$ cat src/sv/rrva_pkg.sv
package rrva_pkg;

   localparam int MAX_VOICES_DEF = 8;

   localparam int REQ_TYPE_W = 3;
   localparam int SLOT_IDX_W = 3;
   localparam int NOTE_W     = 7;
   localparam int COUNT_W    = 4;

   localparam logic [REQ_TYPE_W-1:0] REQ_NEXT     = 3'd0;
   localparam logic [REQ_TYPE_W-1:0] REQ_ACTIVATE = 3'd1;
   localparam logic [REQ_TYPE_W-1:0] REQ_FIND     = 3'd2;
   localparam logic [REQ_TYPE_W-1:0] REQ_RELEASE  = 3'd3;
   localparam logic [REQ_TYPE_W-1:0] REQ_QUERY    = 3'd4;
   localparam logic [REQ_TYPE_W-1:0] REQ_CLEAR    = 3'd5;

   typedef struct packed {
      logic [SLOT_IDX_W-1:0] slot_result;
      logic                  found;
      logic                  slot_is_active;
      logic [NOTE_W-1:0]     slot_note;
   } rsp_type;

endpackage

$ cat src/sv/rrva_if.sv
interface rrva_req_if import rrva_pkg::*; ();
   logic                  valid;
   logic                  ready;
   logic [REQ_TYPE_W-1:0] req_type;
   logic [SLOT_IDX_W-1:0] slot_index;
   logic [NOTE_W-1:0]     note_number;

   modport source (output valid, req_type, slot_index, note_number, input ready);
   modport sink   (input valid, req_type, slot_index, note_number, output ready);
endinterface

interface rrva_rsp_if import rrva_pkg::*; ();
   logic                  valid;
   logic                  ready;
   logic [SLOT_IDX_W-1:0] slot_result;
   logic                  found;
   logic                  slot_is_active;
   logic [NOTE_W-1:0]     slot_note;

   modport source (output valid, slot_result, found, slot_is_active, slot_note, input ready);
   modport sink   (input valid, slot_result, found, slot_is_active, slot_note, output ready);
endinterface

interface rrva_csr_if import rrva_pkg::*; ();
   logic               valid;
   logic               ready;
   logic [COUNT_W-1:0] voice_count;

   modport source (output valid, voice_count, input ready);
   modport sink   (input valid, voice_count, output ready);
endinterface

$ cat src/sv/rrva_ram.sv
module rrva_ram #(
   parameter int WIDTH = 8,
   parameter int DEPTH = 8,
   localparam int AW = (DEPTH > 1) ? $clog2(DEPTH) : 1
) (
   input  logic             clock,
   input  logic             wr_en,
   input  logic [AW-1:0]    wr_addr,
   input  logic [WIDTH-1:0] wr_data,
   input  logic [AW-1:0]    rd_addr,
   output logic [WIDTH-1:0] rd_data
);

   logic [WIDTH-1:0] mem_ff [DEPTH];
   logic [WIDTH-1:0] rd_data_ff;

   always_ff @(posedge clock) begin
      if (wr_en) begin
         mem_ff[wr_addr] <= wr_data;
      end
      rd_data_ff <= mem_ff[rd_addr];
   end

   assign rd_data = rd_data_ff;

endmodule

$ cat src/sv/round_robin_voice_allocator_unit.sv
// Channel   Dir  Payload                                          Handshake
// req_chan  in   req_type, slot_index, note_number                valid/ready
// rsp_chan  out  slot_result, found, slot_is_active, slot_note    valid/ready
// csr_chan  in   voice_count (saturated to 1..MAX_VOICES)         valid/ready
//
// One item at a time. Next, activate, release and clear pass through the exec and
// done states to the output register; query adds a wait state for the note memory
// read; find scans up to voice_count slots, one compared per cycle via the read port.
// req ready only while idle; it returns once the result enters the output
// register, so a stalled rsp holds back at most one further item.
// Synchronous reset clears head, active and written flags at once; csr always ready.
module round_robin_voice_allocator_unit import rrva_pkg::*; #(
   parameter int MAX_VOICES = MAX_VOICES_DEF
) (
   input  logic  clock,
   input  logic  reset,
   rrva_req_if.sink   req_chan,
   rrva_rsp_if.source rsp_chan,
   rrva_csr_if.sink   csr_chan
);

   localparam int SLOT_W = (MAX_VOICES > 1) ? $clog2(MAX_VOICES) : 1;
   localparam int CNT_W  = $clog2(MAX_VOICES + 1);

   typedef enum logic [4:0] {
      S_IDLE  = 5'b00001,
      S_EXEC  = 5'b00010,
      S_QWAIT = 5'b00100,
      S_SCAN  = 5'b01000,
      S_DONE  = 5'b10000
   } state_type;

   state_type              state_ff, state_in;
   logic [CNT_W-1:0]       count_ff, count_in;
   logic [SLOT_W-1:0]      head_ff, head_in;
   logic [MAX_VOICES-1:0]  active_ff, active_in;
   logic [MAX_VOICES-1:0]  written_ff, written_in;
   logic [REQ_TYPE_W-1:0]  req_type_ff, req_type_in;
   logic [SLOT_IDX_W-1:0]  slot_ff, slot_in;
   logic [NOTE_W-1:0]      note_ff, note_in;
   logic [CNT_W-1:0]       issue_ff, issue_in;
   logic                   pend_ff, pend_in;
   logic [SLOT_W-1:0]      pend_idx_ff, pend_idx_in;
   rsp_type                res_ff, res_in;
   rsp_type                rsp_ff, rsp_in;
   logic                   rsp_valid_ff, rsp_valid_in;

   logic [SLOT_W-1:0]      slot_ix;
   logic                   slot_ok;
   logic                   ram_we;
   logic [SLOT_W-1:0]      ram_raddr;
   logic [NOTE_W-1:0]      ram_rdata;
   logic [CNT_W-1:0]       count_sat;
   int                     head_plus;

   rrva_ram #(
      .WIDTH (NOTE_W),
      .DEPTH (MAX_VOICES)
   ) u_note_ram (
      .clock   (clock),
      .wr_en   (ram_we),
      .wr_addr (slot_ix),
      .wr_data (note_ff),
      .rd_addr (ram_raddr),
      .rd_data (ram_rdata)
   );

   assign slot_ix   = SLOT_W'(slot_ff);
   assign slot_ok   = 32'(slot_ff) < MAX_VOICES;
   assign ram_we    = (state_ff == S_EXEC) && (req_type_ff == REQ_ACTIVATE) && slot_ok;
   assign ram_raddr = (state_ff == S_EXEC) ? slot_ix : issue_ff[SLOT_W-1:0];
   assign head_plus = 32'(head_ff) + 1;

   assign req_chan.ready          = (state_ff == S_IDLE);
   assign csr_chan.ready          = 1'b1;
   assign rsp_chan.valid          = rsp_valid_ff;
   assign rsp_chan.slot_result    = rsp_ff.slot_result;
   assign rsp_chan.found          = rsp_ff.found;
   assign rsp_chan.slot_is_active = rsp_ff.slot_is_active;
   assign rsp_chan.slot_note      = rsp_ff.slot_note;

   always_comb begin
      if (csr_chan.voice_count == '0) begin
         count_sat = CNT_W'(1);
      end else if (32'(csr_chan.voice_count) > MAX_VOICES) begin
         count_sat = CNT_W'(MAX_VOICES);
      end else begin
         count_sat = CNT_W'(csr_chan.voice_count);
      end
   end

   always_comb begin
      state_in     = state_ff;
      count_in     = count_ff;
      head_in      = head_ff;
      active_in    = active_ff;
      written_in   = written_ff;
      req_type_in  = req_type_ff;
      slot_in      = slot_ff;
      note_in      = note_ff;
      issue_in     = issue_ff;
      pend_in      = pend_ff;
      pend_idx_in  = pend_idx_ff;
      res_in       = res_ff;
      rsp_in       = rsp_ff;
      rsp_valid_in = rsp_valid_ff;

      if (csr_chan.valid) begin
         count_in = count_sat;
      end
      if (rsp_valid_ff && rsp_chan.ready) begin
         rsp_valid_in = 1'b0;
      end

      unique case (state_ff)
         S_IDLE: begin
            if (req_chan.valid) begin
               req_type_in = req_chan.req_type;
               slot_in     = req_chan.slot_index;
               note_in     = req_chan.note_number;
               state_in    = S_EXEC;
            end
         end
         S_EXEC: begin
            res_in   = '0;
            state_in = S_DONE;
            case (req_type_ff)
               REQ_NEXT: begin
                  res_in.slot_result = SLOT_IDX_W'(head_ff);
                  head_in = (head_plus < 32'(count_ff)) ? SLOT_W'(head_plus) : '0;
               end
               REQ_ACTIVATE: begin
                  if (slot_ok) begin
                     active_in[slot_ix]  = 1'b1;
                     written_in[slot_ix] = 1'b1;
                  end
               end
               REQ_FIND: begin
                  issue_in = '0;
                  pend_in  = 1'b0;
                  state_in = S_SCAN;
               end
               REQ_RELEASE: begin
                  if (slot_ok) begin
                     active_in[slot_ix] = 1'b0;
                  end
               end
               REQ_QUERY: begin
                  state_in = S_QWAIT;
               end
               REQ_CLEAR: begin
                  head_in    = '0;
                  active_in  = '0;
                  written_in = '0;
               end
               default: begin
               end
            endcase
         end
         S_QWAIT: begin
            if (slot_ok) begin
               res_in.slot_is_active = active_ff[slot_ix];
               res_in.slot_note      = written_ff[slot_ix] ? ram_rdata : '0;
            end
            state_in = S_DONE;
         end
         S_SCAN: begin
            // reads issue one slot ahead of the compare
            if (issue_ff < count_ff) begin
               pend_in     = 1'b1;
               pend_idx_in = issue_ff[SLOT_W-1:0];
               issue_in    = issue_ff + CNT_W'(1);
            end else begin
               pend_in = 1'b0;
            end
            if (pend_ff && active_ff[pend_idx_ff] && (ram_rdata == note_ff)) begin
               res_in.slot_result = SLOT_IDX_W'(pend_idx_ff);
               res_in.found       = 1'b1;
               pend_in            = 1'b0;
               state_in           = S_DONE;
            end else if (!pend_ff && !(issue_ff < count_ff)) begin
               state_in = S_DONE;
            end
         end
         S_DONE: begin
            if (!rsp_valid_ff || rsp_chan.ready) begin
               rsp_in       = res_ff;
               rsp_valid_in = 1'b1;
               state_in     = S_IDLE;
            end
         end
         default: begin
            state_in = S_IDLE;
         end
      endcase
   end

   always_ff @(posedge clock) begin
      if (reset) begin
         state_ff     <= S_IDLE;
         count_ff     <= CNT_W'(1);
         head_ff      <= '0;
         active_ff    <= '0;
         written_ff   <= '0;
         pend_ff      <= 1'b0;
         rsp_valid_ff <= 1'b0;
      end else begin
         state_ff     <= state_in;
         count_ff     <= count_in;
         head_ff      <= head_in;
         active_ff    <= active_in;
         written_ff   <= written_in;
         pend_ff      <= pend_in;
         rsp_valid_ff <= rsp_valid_in;
      end
   end

   always_ff @(posedge clock) begin
      req_type_ff <= req_type_in;
      slot_ff     <= slot_in;
      note_ff     <= note_in;
      issue_ff    <= issue_in;
      pend_idx_ff <= pend_idx_in;
      res_ff      <= res_in;
      rsp_ff      <= rsp_in;
   end

   a_count_range: assert property (@(posedge clock) disable iff (reset)
      (count_ff != '0) && (32'(count_ff) <= MAX_VOICES))
      else $error("voice count out of range");

   a_active_written: assert property (@(posedge clock) disable iff (reset)
      (active_ff & ~written_ff) == '0)
      else $error("active slot without a stored note");

   a_scan_bound: assert property (@(posedge clock) disable iff (reset)
      (state_ff == S_SCAN) && pend_ff |-> 32'(pend_idx_ff) < 32'(count_ff))
      else $error("find compares a slot beyond the voice count");

   a_done_to_rsp: assert property (@(posedge clock) disable iff (reset)
      (state_ff == S_DONE) && (!rsp_valid_ff || rsp_chan.ready) |=> rsp_valid_ff)
      else $error("finished item did not reach the output register");

endmodule
$ cat src/flat_wrapper.sv
// flat-port wrapper written by rule: the top's interface ports become plain ports
module round_robin_voice_allocator_unit_flat import rrva_pkg::*;
#(
   parameter int MAX_VOICES = MAX_VOICES_DEF
)
  (clock, reset, req_chan_valid, req_chan_req_type, req_chan_slot_index, req_chan_note_number, req_chan_ready, rsp_chan_valid, rsp_chan_slot_result, rsp_chan_found, rsp_chan_slot_is_active, rsp_chan_slot_note, rsp_chan_ready, csr_chan_valid, csr_chan_voice_count, csr_chan_ready);
  rrva_req_if req_chan_i ();
  rrva_rsp_if rsp_chan_i ();
  rrva_csr_if csr_chan_i ();
  input  logic clock;
  input  logic reset;
  input wire logic [$bits(req_chan_i.valid)-1:0] req_chan_valid;
  input wire logic [$bits(req_chan_i.req_type)-1:0] req_chan_req_type;
  input wire logic [$bits(req_chan_i.slot_index)-1:0] req_chan_slot_index;
  input wire logic [$bits(req_chan_i.note_number)-1:0] req_chan_note_number;
  output wire logic [$bits(req_chan_i.ready)-1:0] req_chan_ready;
  output wire logic [$bits(rsp_chan_i.valid)-1:0] rsp_chan_valid;
  output wire logic [$bits(rsp_chan_i.slot_result)-1:0] rsp_chan_slot_result;
  output wire logic [$bits(rsp_chan_i.found)-1:0] rsp_chan_found;
  output wire logic [$bits(rsp_chan_i.slot_is_active)-1:0] rsp_chan_slot_is_active;
  output wire logic [$bits(rsp_chan_i.slot_note)-1:0] rsp_chan_slot_note;
  input wire logic [$bits(rsp_chan_i.ready)-1:0] rsp_chan_ready;
  input wire logic [$bits(csr_chan_i.valid)-1:0] csr_chan_valid;
  input wire logic [$bits(csr_chan_i.voice_count)-1:0] csr_chan_voice_count;
  output wire logic [$bits(csr_chan_i.ready)-1:0] csr_chan_ready;
  assign req_chan_i.valid = req_chan_valid;
  assign req_chan_i.req_type = req_chan_req_type;
  assign req_chan_i.slot_index = req_chan_slot_index;
  assign req_chan_i.note_number = req_chan_note_number;
  assign req_chan_ready = req_chan_i.ready;
  assign rsp_chan_valid = rsp_chan_i.valid;
  assign rsp_chan_slot_result = rsp_chan_i.slot_result;
  assign rsp_chan_found = rsp_chan_i.found;
  assign rsp_chan_slot_is_active = rsp_chan_i.slot_is_active;
  assign rsp_chan_slot_note = rsp_chan_i.slot_note;
  assign rsp_chan_i.ready = rsp_chan_ready;
  assign csr_chan_i.valid = csr_chan_valid;
  assign csr_chan_i.voice_count = csr_chan_voice_count;
  assign csr_chan_ready = csr_chan_i.ready;
  round_robin_voice_allocator_unit #(.MAX_VOICES(MAX_VOICES)) u_core (.clock(clock), .reset(reset), .req_chan(req_chan_i), .rsp_chan(rsp_chan_i), .csr_chan(csr_chan_i));
endmodule
$ cat config.mk
export PLATFORM = sky130hd
export DESIGN_NAME = round_robin_voice_allocator_unit_flat
export DESIGN_NICKNAME = d
export VERILOG_FILES = /design/src/sv/rrva_pkg.sv /design/src/sv/rrva_if.sv /design/src/sv/rrva_ram.sv /design/src/sv/round_robin_voice_allocator_unit.sv /design/src/flat_wrapper.sv
export SDC_FILE = /design/constraint.sdc
export NUM_CORES = 1
export LEC_CHECK = 0
export ABC_AREA = 0
export BUFFER_PORTS_ARGS = -buffer_cell sky130_fd_sc_hd__buf_4
export CAP_MARGIN = 40
export CORE_MARGIN = 2
export CORE_UTILIZATION = 60
export CTS_CLUSTER_DIAMETER = 80
export DETAILED_ROUTE_END_ITERATION = 12
export GPL_TIMING_DRIVEN = 0
export PLACE_DENSITY = 0.79
export SETUP_SLACK_MARGIN = 0.4
export SLEW_MARGIN = 5
export SYNTH_ARGS = -nofsm -noshare
export SYNTH_HDL_FRONTEND = slang
export SYNTH_SLANG_ARGS = --single-unit
export TNS_END_PERCENT = 5
$ cat constraint.sdc
create_clock -name clock -period 4.8 [get_ports clock]
set_input_delay 0.96 -clock clock [delete_from_list [all_inputs] [get_ports clock]]
set_output_delay 0.96 -clock clock [all_outputs]
set_load 0.03 [all_outputs]
==> results.json <==
{
  "syn_area_um2": 6560,
  "cp_slowest_cell": "dfxtp_1",
  "hold_path_class": "reg2reg",
  "post_cts_resized": 0,
  "routed_via_density": 6.47,
  "fin_util_pct": 70.8,
  "nFillCells": 770,
  "worstPathRequired_ns": 3.84,
  "routedWlPerCell_um": 20.8,
  "synth_nets": 590,
  "die_y_um": 109,
  "ant_nets": 0,
  "yosysWarnings": 0,
  "via_count": 4968,
  "gp_congestion": 0.956,
  "final_layout_size_suffix_gt1_share_pct": 16.7,
  "power.leakage_nw": 2.77,
  "critical_path.cell_chain": "nor3_1 -> and3_1 -> buf_4",
  "rsz0062_at_grt": "false",
  "yosys_register_bits": 137,
  "portBuffers": 35,
  "outcome": "finished, final reports clean",
  "cts_buffers": 17,
  "clockBufferDepth": 2,
  "final_common_cell": "edfxtp_1",
  "cp-end-kind": "output port",
  "setup_ws_ns": 2.13,
  "ir_worst_vdd_mv": 0.257,
  "hold_ws_ns": 0.416,
  "max_freq_mhz": 374,
  "grt_pass1_wl_um": 24500,
  "syn_inst": 560,
  "antenna_found_initial": 0,
  "slew_headroom_pct": 50.6,
  "regArea_um2": 3740,
  "dieArea_um2": 11800,
  "cap_violations": 0,
  "min_period_ns": 2.67,
  "ys_seq_area_share_pct": 57.1,
  "drc_errors": 0,
  "numClockSinks": 137,
  "grt_max_degree": 17,
  "crit_buf_inv": 1,
  "finalCritPeriodShare_pct": 55.6,
  "worst_setup_path_start_kind": "register",
  "cts_tree": "built",
  "criticalPathCategory": "reg2out",
  "slew_violations": 0,
  "layout_common_cells": "100 x edfxtp_1, 78 x nand2_1, 43 x a21oi_1",
  "drt_wl_total_um": 16000,
  "clk_pin_slew_ns": 0.06,
  "synth_cell_types": 55,
  "hold_buffers": 0,
  "layout.nets": 645,
  "clock-root-buffer": "clkbuf_8",
  "dp_cells": 736,
  "fin_cells": 768,
  "detailed_place_hpwl_um": 10800,
  "start_util_pct": 61.0,
  "max_slew.worst_pin.slew_ns": 0.722,
  "powerDensity_nw_per_um2": 457,
  "grt_pass1_vias": 4732,
  "core_um2": 10700,
  "area_growth_pct": 16.1,
  "avgSynthCellArea_um2": 11.7,
  "place_ws_ns": 2.36,
  "die_x_um": 109,
  "grt_overflow": 0,
  "rows": 38,
  "track_usage_pct": 28.5,
  "synthArstFlopShare_pct": 0,
  "io_pins": 37,
  "post_cts_buffers": 0,
  "cpPeakStageDelay_ns": 0.37,
  "arrival_ns": 1.71,
  "ys.flop_type": "edfxtp_1",
  "setup_tns_ns": 0,
  "h-tree-depth": 4,
  "fin_skew_ns": 0.00386,
  "drt_iter0_drc": 621,
  "antenna_cells": 0,
  "path_delay_family": "simple AND/OR/NAND/NOR gates",
  "insertion_delay_ns": 0.52,
  "hold_violations": 0,
  "dr.pass1.iters": 6,
  "synth_edf_count": 100,
  "critPathMaxFanout": 8,
  "multi_input_area_um2": 2530,
  "setup_viol": 0
}
==> logic make-up (layout without fill, tap and decap cells) <==
logic type	Yosys count	after routing	share of synthesized area (%)
flip-flops	137	137	57.1
XOR/XNOR	12	12	1.60
multiplexers	16	16	4.79
adder cells (fa/ha/maj)	8	8	1.53
other	1	1	0.0572
AND/OR/NAND/NOR	189	189	15.3
buffers and inverters	56	124	4.33
AO/OA/AOI/OAI	141	141	15.3
==> Yosys cell counts, types with 2 or more instances <==
library cell  instances  area, um2
a211oi_1             28        210
a21oi_1              43        215
a22oi_1               4       30.0
a311o_1              28        280
a41oi_1               2       17.5
and2_1                9       56.3
and3_1                3       18.8
and3b_1               4       35.0
buf_2                 8       40.0
buf_4                 5       37.5
buf_6                 6       67.6
clkbuf_1             19       71.3
dfxtp_1              37        741
edfxtp_1            100       3000
ha_1                  8        100
inv_1                16       60.1
mux2i_1               3       30.0
mux4_2               11        248
nand2_1              78        293
nand2b_1             32        200
nand3_1               6       30.0
nand3b_1              3       22.5
nand4_1               6       37.5
nand4b_1              3       26.3
nor2_1               23       86.3
nor2b_1               4       25.0
nor3_1                4       20.0
nor3b_1               5       37.5
o21a_1               10       75.1
o21ai_0              11       55.1
o31ai_1               7       52.6
xnor2_1              10       87.6
xor2_1                2       17.5
==> through the flow <==
| step | power (mW) | instance area (um2) |
|---|---|---|
| 2_1_floorplan | 1.95 | 6560 |
| 3_3_place_gp | 2.16 | 7000 |
| 3_5_place_dp | 2.18 | 7000 |
| 4_1_cts | 3.47 | 7610 |
| 5_1_grt | 3.59 | 7610 |
| 6_report | 3.48 | 7610 |
==> layer usage <==
| metal | wire, um | track usage [%] |
|---|---|---|
| met3 | 1370 | 7.35 |
| met1 | 6300 | 36.9 |
| met5 | 0 | 0 |
| met2 | 7770 | 45.4 |
| met4 | 550 | 13.0 |
==> where the power goes <==
| part | switching [mW] | leakage, nW | total, mW | internal [mW] |
|---|---|---|---|---|
| clock network | 0.462 | 0.301 | 1.30 | 0.836 |
| logic | 0.458 | 1.28 | 0.726 | 0.267 |
| registers | 0.0807 | 1.20 | 1.46 | 1.38 |
| total | 1.00 | 2.77 | 3.48 | 2.48 |
==> area by class of cell <==
| type | instances | area share (%) |
|---|---|---|
| Buffer | 38 | 2.84 |
| Clock buffer | 28 | 7.35 |
| Clock inverter | 4 | 0.641 |
| Inverter | 18 | 0.888 |
| Multi-Input combinational cell | 367 | 33.2 |
| Sequential cell | 137 | 49.2 |
| Tap cell | 140 | 2.30 |
| Timing Repair Buffer | 36 | 3.55 |
==> sequential cells by signal, indices dropped and copies added (netlist names) <==
| signal | cells |
|---|---|
| u_core.u_note_ram.mem_ff | 56 |
| u_core.res_ff | 12 |
| u_core.active_ff | 8 |
| u_core.written_ff | 8 |
| u_core.note_ff | 7 |
| u_core.rsp_chan.slot_note | 7 |
| u_core.u_note_ram.rd_data | 7 |
| u_core.state_ff | 5 |
| u_core.count_ff | 4 |
| u_core.issue_ff | 4 |
| u_core.head_ff | 3 |
| u_core.pend_idx_ff | 3 |
| u_core.req_type_ff | 3 |
| u_core.rsp_chan.slot_result | 3 |
| u_core.slot_ff | 3 |
| u_core.pend_ff | 1 |
| u_core.rsp_chan.found | 1 |
| u_core.rsp_chan.slot_is_active | 1 |
| u_core.rsp_chan.valid | 1 |
==> worst paths after layout <==
| path | from | to | slack, ns | cells past startpoint |
|---|---|---|---|---|
| worst max register to register | u_core.state_ff[0]$_SDFFE_PP1P_ | u_core.u_note_ram.mem_ff[5][1]$_DFFE_PP_ | 2.31 | 6 |
| worst min-delay path | u_core.res_ff[6]$_SDFFCE_PN0P_ | u_core.rsp_chan.slot_note[6]$_DFFE_PP_ | 0.42 | 0 |
| worst min register to register | u_core.res_ff[6]$_SDFFCE_PN0P_ | u_core.rsp_chan.slot_note[6]$_DFFE_PP_ | 0.42 | 0 |
| worst max-delay path | u_core.state_ff[2]$_SDFFE_PP0P_ | req_chan_ready | 2.13 | 3 |
No activity file was read; power rests on OpenSTA's default activity.
